===== config.mk =====
export PLATFORM = sky130hd
export DESIGN_NAME = swag_cfg
export DESIGN_NICKNAME = d
export VERILOG_FILES = /design/src/sv/swag_pkg.sv /design/src/sv/swag_cfg.sv
export SDC_FILE = /design/constraint.sdc
export NUM_CORES = 1
export LEC_CHECK = 0
export ABC_CLOCK_PERIOD_IN_PS = 850
export BUFFER_PORTS_ARGS = -buffer_cell sky130_fd_sc_hd__buf_2
export CAP_MARGIN = 25
export CELL_PAD_IN_SITES_DETAIL_PLACEMENT = 1
export CELL_PAD_IN_SITES_GLOBAL_PLACEMENT = 2
export CORE_UTILIZATION = 31
export CTS_CLUSTER_DIAMETER = 120
export DETAILED_ROUTE_END_ITERATION = 10
export GPL_TIMING_DRIVEN = 1
export HOLD_SLACK_MARGIN = 0.1
export PLACE_DENSITY = 0.76
export SLEW_MARGIN = 20
export SYNTH_ARGS = -nofsm -noshare
export SYNTH_HDL_FRONTEND = slang
export SYNTH_SLANG_ARGS = --single-unit

===== constraint.sdc =====
create_clock -name clk -period 0.85 [get_ports clk]
set_input_delay 0.0425 -clock clk [delete_from_list [all_inputs] [get_ports clk]]
set_output_delay 0.0425 -clock clk [all_outputs]
set_load 0.02 [all_outputs]

===== src/sv/swag_pkg.sv =====
`timescale 1ns / 1ps
package swag_pkg;
	localparam int TRACKER_DEPTH = 4096;
	localparam int STAMPS_PER_SOURCE = 8;
	localparam int SLOT_W = $clog2(TRACKER_DEPTH);
	localparam int PTR_W = (STAMPS_PER_SOURCE > 1) ? $clog2(STAMPS_PER_SOURCE) : 1;
	localparam int FILL_W = $clog2(STAMPS_PER_SOURCE + 1);
	localparam int USED_W = $clog2(TRACKER_DEPTH + 1);
	localparam int CFG_IDX_W = 2;
	localparam int CFG_DATA_W = 16;

	localparam logic [CFG_IDX_W-1:0] CFG_MAX_CONCURRENT = 2'd0;
	localparam logic [CFG_IDX_W-1:0] CFG_WINDOW_SECONDS = 2'd1;
	localparam logic [CFG_IDX_W-1:0] CFG_MAX_PER_WINDOW = 2'd2;
	localparam logic [CFG_IDX_W-1:0] CFG_MAX_SOURCES = 2'd3;

	typedef enum logic [2:0] {
		ST_GRANTED   = 3'd0,
		ST_CONC_FULL = 3'd1,
		ST_TRK_FULL  = 3'd2,
		ST_OVER      = 3'd3,
		ST_RELEASED  = 3'd4,
		ST_REL_IGN   = 3'd5
	} status_t;

	typedef struct packed {
		logic [7:0]  max_concurrent;
		logic [15:0] window_seconds;
		logic [3:0]  max_per_window;
		logic [12:0] max_sources;
	} cfg_t;

	typedef struct packed {
		logic        kind;
		logic [31:0] source_key;
		logic [31:0] now_sec;
	} req_t;

	typedef struct packed {
		logic [2:0] status;
		logic [7:0] active_now;
		logic [3:0] source_count;
	} rsp_t;
endpackage


===== src/sv/swag_cfg.sv =====
`timescale 1ns / 1ps
module swag_cfg import swag_pkg::*; (
	input  logic                  clk,
	input  logic                  arst_n,
	input  logic                  cfg_we,
	input  logic [CFG_IDX_W-1:0]  cfg_index,
	input  logic [CFG_DATA_W-1:0] cfg_data,
	output cfg_t                  cfg
);
	cfg_t cfg_q;

	// write the register file
	always_ff @(posedge clk or negedge arst_n) begin
		if (!arst_n) begin
			cfg_q.max_concurrent <= 8'd32;
			cfg_q.window_seconds <= 16'd10;
			cfg_q.max_per_window <= 4'd8;
			cfg_q.max_sources <= 13'd4096;
		end else if (cfg_we) begin
			unique case (cfg_index)
				CFG_MAX_CONCURRENT: cfg_q.max_concurrent <= cfg_data[7:0];
				CFG_WINDOW_SECONDS: cfg_q.window_seconds <= cfg_data[15:0];
				CFG_MAX_PER_WINDOW: cfg_q.max_per_window <= cfg_data[3:0];
				CFG_MAX_SOURCES: cfg_q.max_sources <= cfg_data[12:0];
				default: ;
			endcase
		end
	end
	assign cfg = cfg_q;
endmodule


; ---- Word-level counts from Yosys, hierarchy flattened
; Cells that the tools add are included.
[classes]
n_eq_ne = 3
multipliers = 0
shifts = 0
n_addsub = 0
div = 0
bitwise = 0
muxes = 0
order_cmp = 0
n_reduce_logical = 5
[ops]
columns = cell, n
row1 = 2-bit AND reduction, 4
row2 = "2-bit equality test, second input constant", 2
row3 = "2-bit by 1-bit equality test with 1-bit output, second input constant", 1
row4 = 2-bit logical NOT, 1
[totals]
mem_bits_ro = 0
in_bits = 21
out_inout_bits = 41
word_cells = 12
mem_count = 0
mem_bits_rw = 0
register_bits = 41
latch_bits = 0

; ---- Logic depth before layout (Yosys ltp)
[depth]
word_depth = 2
depth_mapped = 3

; ---- Worst setup path before layout
; Ideal clock, no wire load.
[synth_timing]
path_type = input to register
startpoint = input port cfg_index[1]
endpoint = register cfg_q, in the netlist cfg[21]
t_required_ps = 725
setup_ps = 125
setup_slack_ps = -45
n_path_buf = 1
arrival_time_ps = 770
cell_stages = 3
path_cell_list = nand3b_2 -> clkbuf_8 -> mux2_2
[synth_via]
elab_chain_len = 2
[synth_rtl]
columns = item, line_no
row1 = from (decl), swag_cfg.sv:6  ; input logic [CFG_IDX_W-1:0] cfg_index,
row2 = 2-bit by 1-bit equality test with 1-bit output, swag_cfg.sv:20  ; unique case (cfg_index)
row3 = 2-bit AND reduction (no line), -
row4 = to (decl), swag_cfg.sv:10  ; cfg_t cfg_q;
; Every way passes these cells.
; A chain may end at the register's enable or synchronous reset.

; ---- Final worst setup path
[layout_timing]
startpoint = register cfg_q, in the netlist cfg[38]
endpoint = output port cfg[38] in the netlist's numbering
[layout_rtl]
columns = item, line_no
row1 = to (decl), swag_cfg.sv:8  ; output cfg_t cfg
; No word-level cell between the ends.

==> impl_results.html <==
<table>
<tr><th>Metric</th><th>Value</th></tr>
<tr><th colspan="2">Outcome</th></tr>
<tr><td>Status</td><td>complete, but fails checks</td></tr>
<tr><td>Violated checks</td><td>negative setup slack</td></tr>
<tr><th colspan="2">Worst setup path</th></tr>
<tr><td>Cell with the biggest individual delay on the critical path</td><td>dfstp_2</td></tr>
<tr><td>R2R Path Start</td><td>cfg[18]$_DFFE_PN1P_</td></tr>
<tr><td>Number of buffer and inverter stages on the critical path</td><td>1</td></tr>
<tr><td>Arrival time of data at the critical path endpoint</td><td>0.95 ns</td></tr>
<tr><td>Class of the most critical setup path</td><td>register to output port</td></tr>
<tr><td>Critical path launch point type</td><td>register</td></tr>
<tr><td>Sort of element at the end of the critical path</td><td>output port</td></tr>
<tr><td>Crit-path cells</td><td>buf_6</td></tr>
<tr><td>Depth of the worst register-to-register path</td><td>2</td></tr>
<tr><td>Max FO, Critical Path</td><td>2</td></tr>
<tr><td>WP data required</td><td>0.81 ns</td></tr>
<tr><td>Flop-to-flop setup slack</td><td>0.02 ns</td></tr>
<tr><td>Family of cells with the greatest summed delay on the critical path</td><td>flip-flops</td></tr>
<tr><td>Destination of the worst register-to-register timing path</td><td>cfg[18]$_DFFE_PN1P_</td></tr>
<tr><td>Max stage delay on crit path</td><td>0.55 ns</td></tr>
<tr><th colspan="2">Synth</th></tr>
<tr><td>Area share of the leading cell type in the synthesized netlist</td><td>0.5792</td></tr>
<tr><td>Flop and latch count out of synthesis</td><td>41</td></tr>
<tr><td>Count of cell types in the netlist</td><td>9</td></tr>
<tr><td>Main area contributors after synthesis</td><td>dfrtp_1 (58%), mux2_2 (30%), dfstp_2 (8.4%)</td></tr>
<tr><td>Net Count, Synth</td><td>109</td></tr>
<tr><td>Gate Count Post-Synth</td><td>88</td></tr>
<tr><td>Mapped Avg Cell Area</td><td>about 18 sq um</td></tr>
<tr><td>Biggest area consumer among synthesized cells</td><td>dfrtp_1</td></tr>
<tr><td>Number of warnings reported in the yosys synthesis log</td><td>0</td></tr>
<tr><td>Cell area after synthesis</td><td>0.001555 sq mm</td></tr>
<tr><td>Sequential share of the synthesized area</td><td>0.6637</td></tr>
<tr><th colspan="2">Cells and area</th></tr>
<tr><td>Flip-flop count of the largest register, all copies and words added</td><td>between 40 and 50</td></tr>
<tr><td>Number of nets at the end of the flow</td><td>196</td></tr>
<tr><td>Most frequent standard cell in the layout excluding fill and tap cells</td><td>buf_6</td></tr>
<tr><td>Post-route standard cell area excluding fillers</td><td>0.002566 sq mm</td></tr>
<tr><td>Relative area change from synthesis to final layout</td><td>65.00%</td></tr>
<tr><td>Share of final-layout standard cells stronger than drive strength 1</td><td>0.6875</td></tr>
<tr><td>ANT cells</td><td>0</td></tr>
<tr><td>Utilization of the core after routing</td><td>0.5362</td></tr>
<tr><td>Post-route non-filler standard cell count</td><td>243</td></tr>
<tr><td>Commonest cells after routing, fill and taps aside</td><td>buf_6 (41), mux2_2 (40), dfrtp_1 (36)</td></tr>
<tr><th colspan="2">Hold path</th></tr>
<tr><td>Min-delay worst type</td><td>primary input to asynchronous set/reset pin</td></tr>
<tr><th colspan="2">Detailed routing</th></tr>
<tr><td>Post-detailed-routing wire length</td><td>~3.8 mm</td></tr>
<tr><td>Vias per inst</td><td>4.481</td></tr>
<tr><td>Number of optimization iterations in the first detailed-route pass</td><td>3</td></tr>
<tr><td>Average routed wire per standard cell</td><td>15.74 um</td></tr>
<tr><td>DRC violation count after routing</td><td>0</td></tr>
<tr><td>Number of nets with antenna violations after routing</td><td>0</td></tr>
<tr><td>DRC violation total after the first TritonRoute iteration</td><td>27</td></tr>
<tr><td>Total number of vias</td><td>1089</td></tr>
<tr><th colspan="2">Floorplan</th></tr>
<tr><td>Core Rows</td><td>25</td></tr>
<tr><td>Width of the chip</td><td>72.83 um</td></tr>
<tr><td>Die area</td><td>between 0.005 and 0.006 sq mm</td></tr>
<tr><td>Standard cell core area</td><td>between 0.004 and 0.005 sq mm</td></tr>
<tr><td>Vertical die dimension</td><td>72.83 um</td></tr>
<tr><td>Initial Utilization</td><td>0.3250</td></tr>
<tr><td>I/O pin cnt</td><td>62</td></tr>
<tr><th colspan="2">Global routing</th></tr>
<tr><td>Pin count of the biggest net entering global routing</td><td>42</td></tr>
<tr><td>GRT Util Overall</td><td>0.1597</td></tr>
<tr><td>Global-route congestion overflow total</td><td>0</td></tr>
<tr><td>Global-route wire length before repair</td><td>between 6 and 7 mm</td></tr>
<tr><td>Initial antenna violation count</td><td>0</td></tr>
<tr><td>Via count of the first global-routing pass</td><td>1224</td></tr>
<tr><th colspan="2">Clock network</th></tr>
<tr><td>TritonCTS clock tree</td><td>yes</td></tr>
<tr><td>Clock buffer depth</td><td>2</td></tr>
<tr><td>CTS buffer count</td><td>5</td></tr>
<tr><td>Root buffer cell</td><td>clkbuf_8</td></tr>
<tr><td>H-Tree Depth</td><td>2</td></tr>
<tr><td>Clock sink count</td><td>between 40 and 50</td></tr>
<tr><td>Clock Pin Slew Worst Setup and Hold Paths</td><td>0.08 ns</td></tr>
<tr><td>Clock latency on the worst-skew pair</td><td>approximately 0.28 ns</td></tr>
<tr><th colspan="2">STA</th></tr>
<tr><td>F_max</td><td>around 1000 MHz</td></tr>
<tr><td>Worst-case setup margin in the final layout</td><td>-0.1396 ns</td></tr>
<tr><td>Worst Skew</td><td>0 ns</td></tr>
<tr><td>Final critical delay including setup and external delays</td><td>0.9896 ns</td></tr>
<tr><td>Number of endpoints with negative hold slack in the final report</td><td>0</td></tr>
<tr><td>Period utilisation layout</td><td>1.164</td></tr>
<tr><td>Post-route setup TNS</td><td>-1.022 ns</td></tr>
<tr><td>Max Slew Vio Count</td><td>0</td></tr>
<tr><td>RSZ-0062 raised after global routing</td><td>yes</td></tr>
<tr><td>Slew at the pin closest to its max-slew limit</td><td>0.2861 ns</td></tr>
<tr><td>Normalized max-slew margin</td><td>0.8093</td></tr>
<tr><td>Final setup fails</td><td>36</td></tr>
<tr><th colspan="2">Run</th></tr>
<tr><td>Max-capacitance violation count</td><td>0</td></tr>
<tr><th colspan="2">Pwr</th></tr>
<tr><td>Power density cells</td><td>2495 mW/mm^2</td></tr>
<tr><td>Lkg Pwr</td><td>1.179 nW</td></tr>
<tr><td>Maximum ir drop on the vdd rail</td><td>1133 uV</td></tr>
<tr><th colspan="2">Place</th></tr>
<tr><td>Placed Cells incl. Taps</td><td>217</td></tr>
<tr><td>Detail Placement HPWL</td><td>2.413 mm</td></tr>
<tr><td>Count of port buffers added during placement</td><td>slightly above 60</td></tr>
<tr><td>Routability Congestion</td><td>0.7247</td></tr>
<tr><td>Area after DPL</td><td>0.001994 sq mm</td></tr>
</table>
[cells by family after synthesis]
family | share of synthesized area
mux | 0.2969
buf+inv | 0.01206
simple gates | 0.02735
flops | 0.6637
[power breakdown]
group | switching (mW) | internal, mW | total (mW) | leakage [nW]
registers | 0.279 | 2.36 | 2.64 | 0.478
logic | 0.852 | 1.10 | 1.95 | 0.632
clock network | 0.651 | 1.17 | 1.82 | 0.0681
[how the worst max path moves through the flow]
| stage | endpoint | slack (ns) | cells after the start | from |
|---|---|---|---|---|
| 2_1_floorplan | cfg[33]$_DFFE_PN0P_ | -0.02 | 2 | cfg_index[1] |
| 3_3_place_gp | cfg[40]$_DFFE_PN0P_ | -0.14 | 4 | cfg_we |
| 3_5_place_dp | cfg[23]$_DFFE_PN0P_ | -0.18 | 3 | cfg_index[1] |
| 4_1_cts | cfg[16] | -0.16 | 1 | cfg[16]$_DFFE_PN1P_ |
| 5_1_grt | cfg[16] | -0.18 | 1 | cfg[16]$_DFFE_PN1P_ |
| 6_report | cfg[38] | -0.14 | 1 | cfg[38]$_DFFE_PN1P_ |
[final cells by class]
| cell class | count | area [sq um] |
|---|---|---|
| Tap cell | 67 | 83.83 |
| Fill cell | 469 | 2220 |
| Timing Repair Buffer | 82 | 799.5 |
| Multi-Input combinational cell | 45 | 516.7 |
| Clock inverter | 3 | 65.06 |
| Sequential cell | 41 | 1032 |
| Clock buffer | 5 | 68.82 |
[Yosys cell counts]
library cell	number
dfstp_2	5
clkbuf_8	1
buf_2	1
nor3b_4	1
nand3_1	1
nand3b_1	1
nand3b_2	1
dfrtp_1	36
mux2_2	41
[metal layers]
layer  GRT usage  up-vias  share of wire
li1            -      490              -
met3     0.04420        5          0.050
met4     0.04575        0         0.0081
met1      0.1825      551           0.39
met5           0        -              0
met2      0.2908       43           0.55
[stage by stage]
step | hold slack, ns | total power, mW | setup WS, ns
2_1_floorplan | -0.2531 | 3.409 | -0.01521
3_3_place_gp | 0.02223 | 3.956 | -0.1386
3_5_place_dp | 0.03125 | 4.025 | -0.1789
4_1_cts | 0.2583 | 6.452 | -0.1565
5_1_grt | 0.2771 | 6.714 | -0.1799
6_report | 0.2507 | 6.403 | -0.1396
[what timing repair did]
| action | in CTS | in global routing |
|---|---|---|
| cloned | 0 | 0 |
| buffers inserted | 1 | 0 |
| hold endpoints to repair | 82 | 0 |
| gates resized for setup | 82 | 1 |
| setup endpoints to repair | 41 | 42 |
| hold buffers | 17 | 0 |
Note: power is estimated with default switching activity, not from simulation.
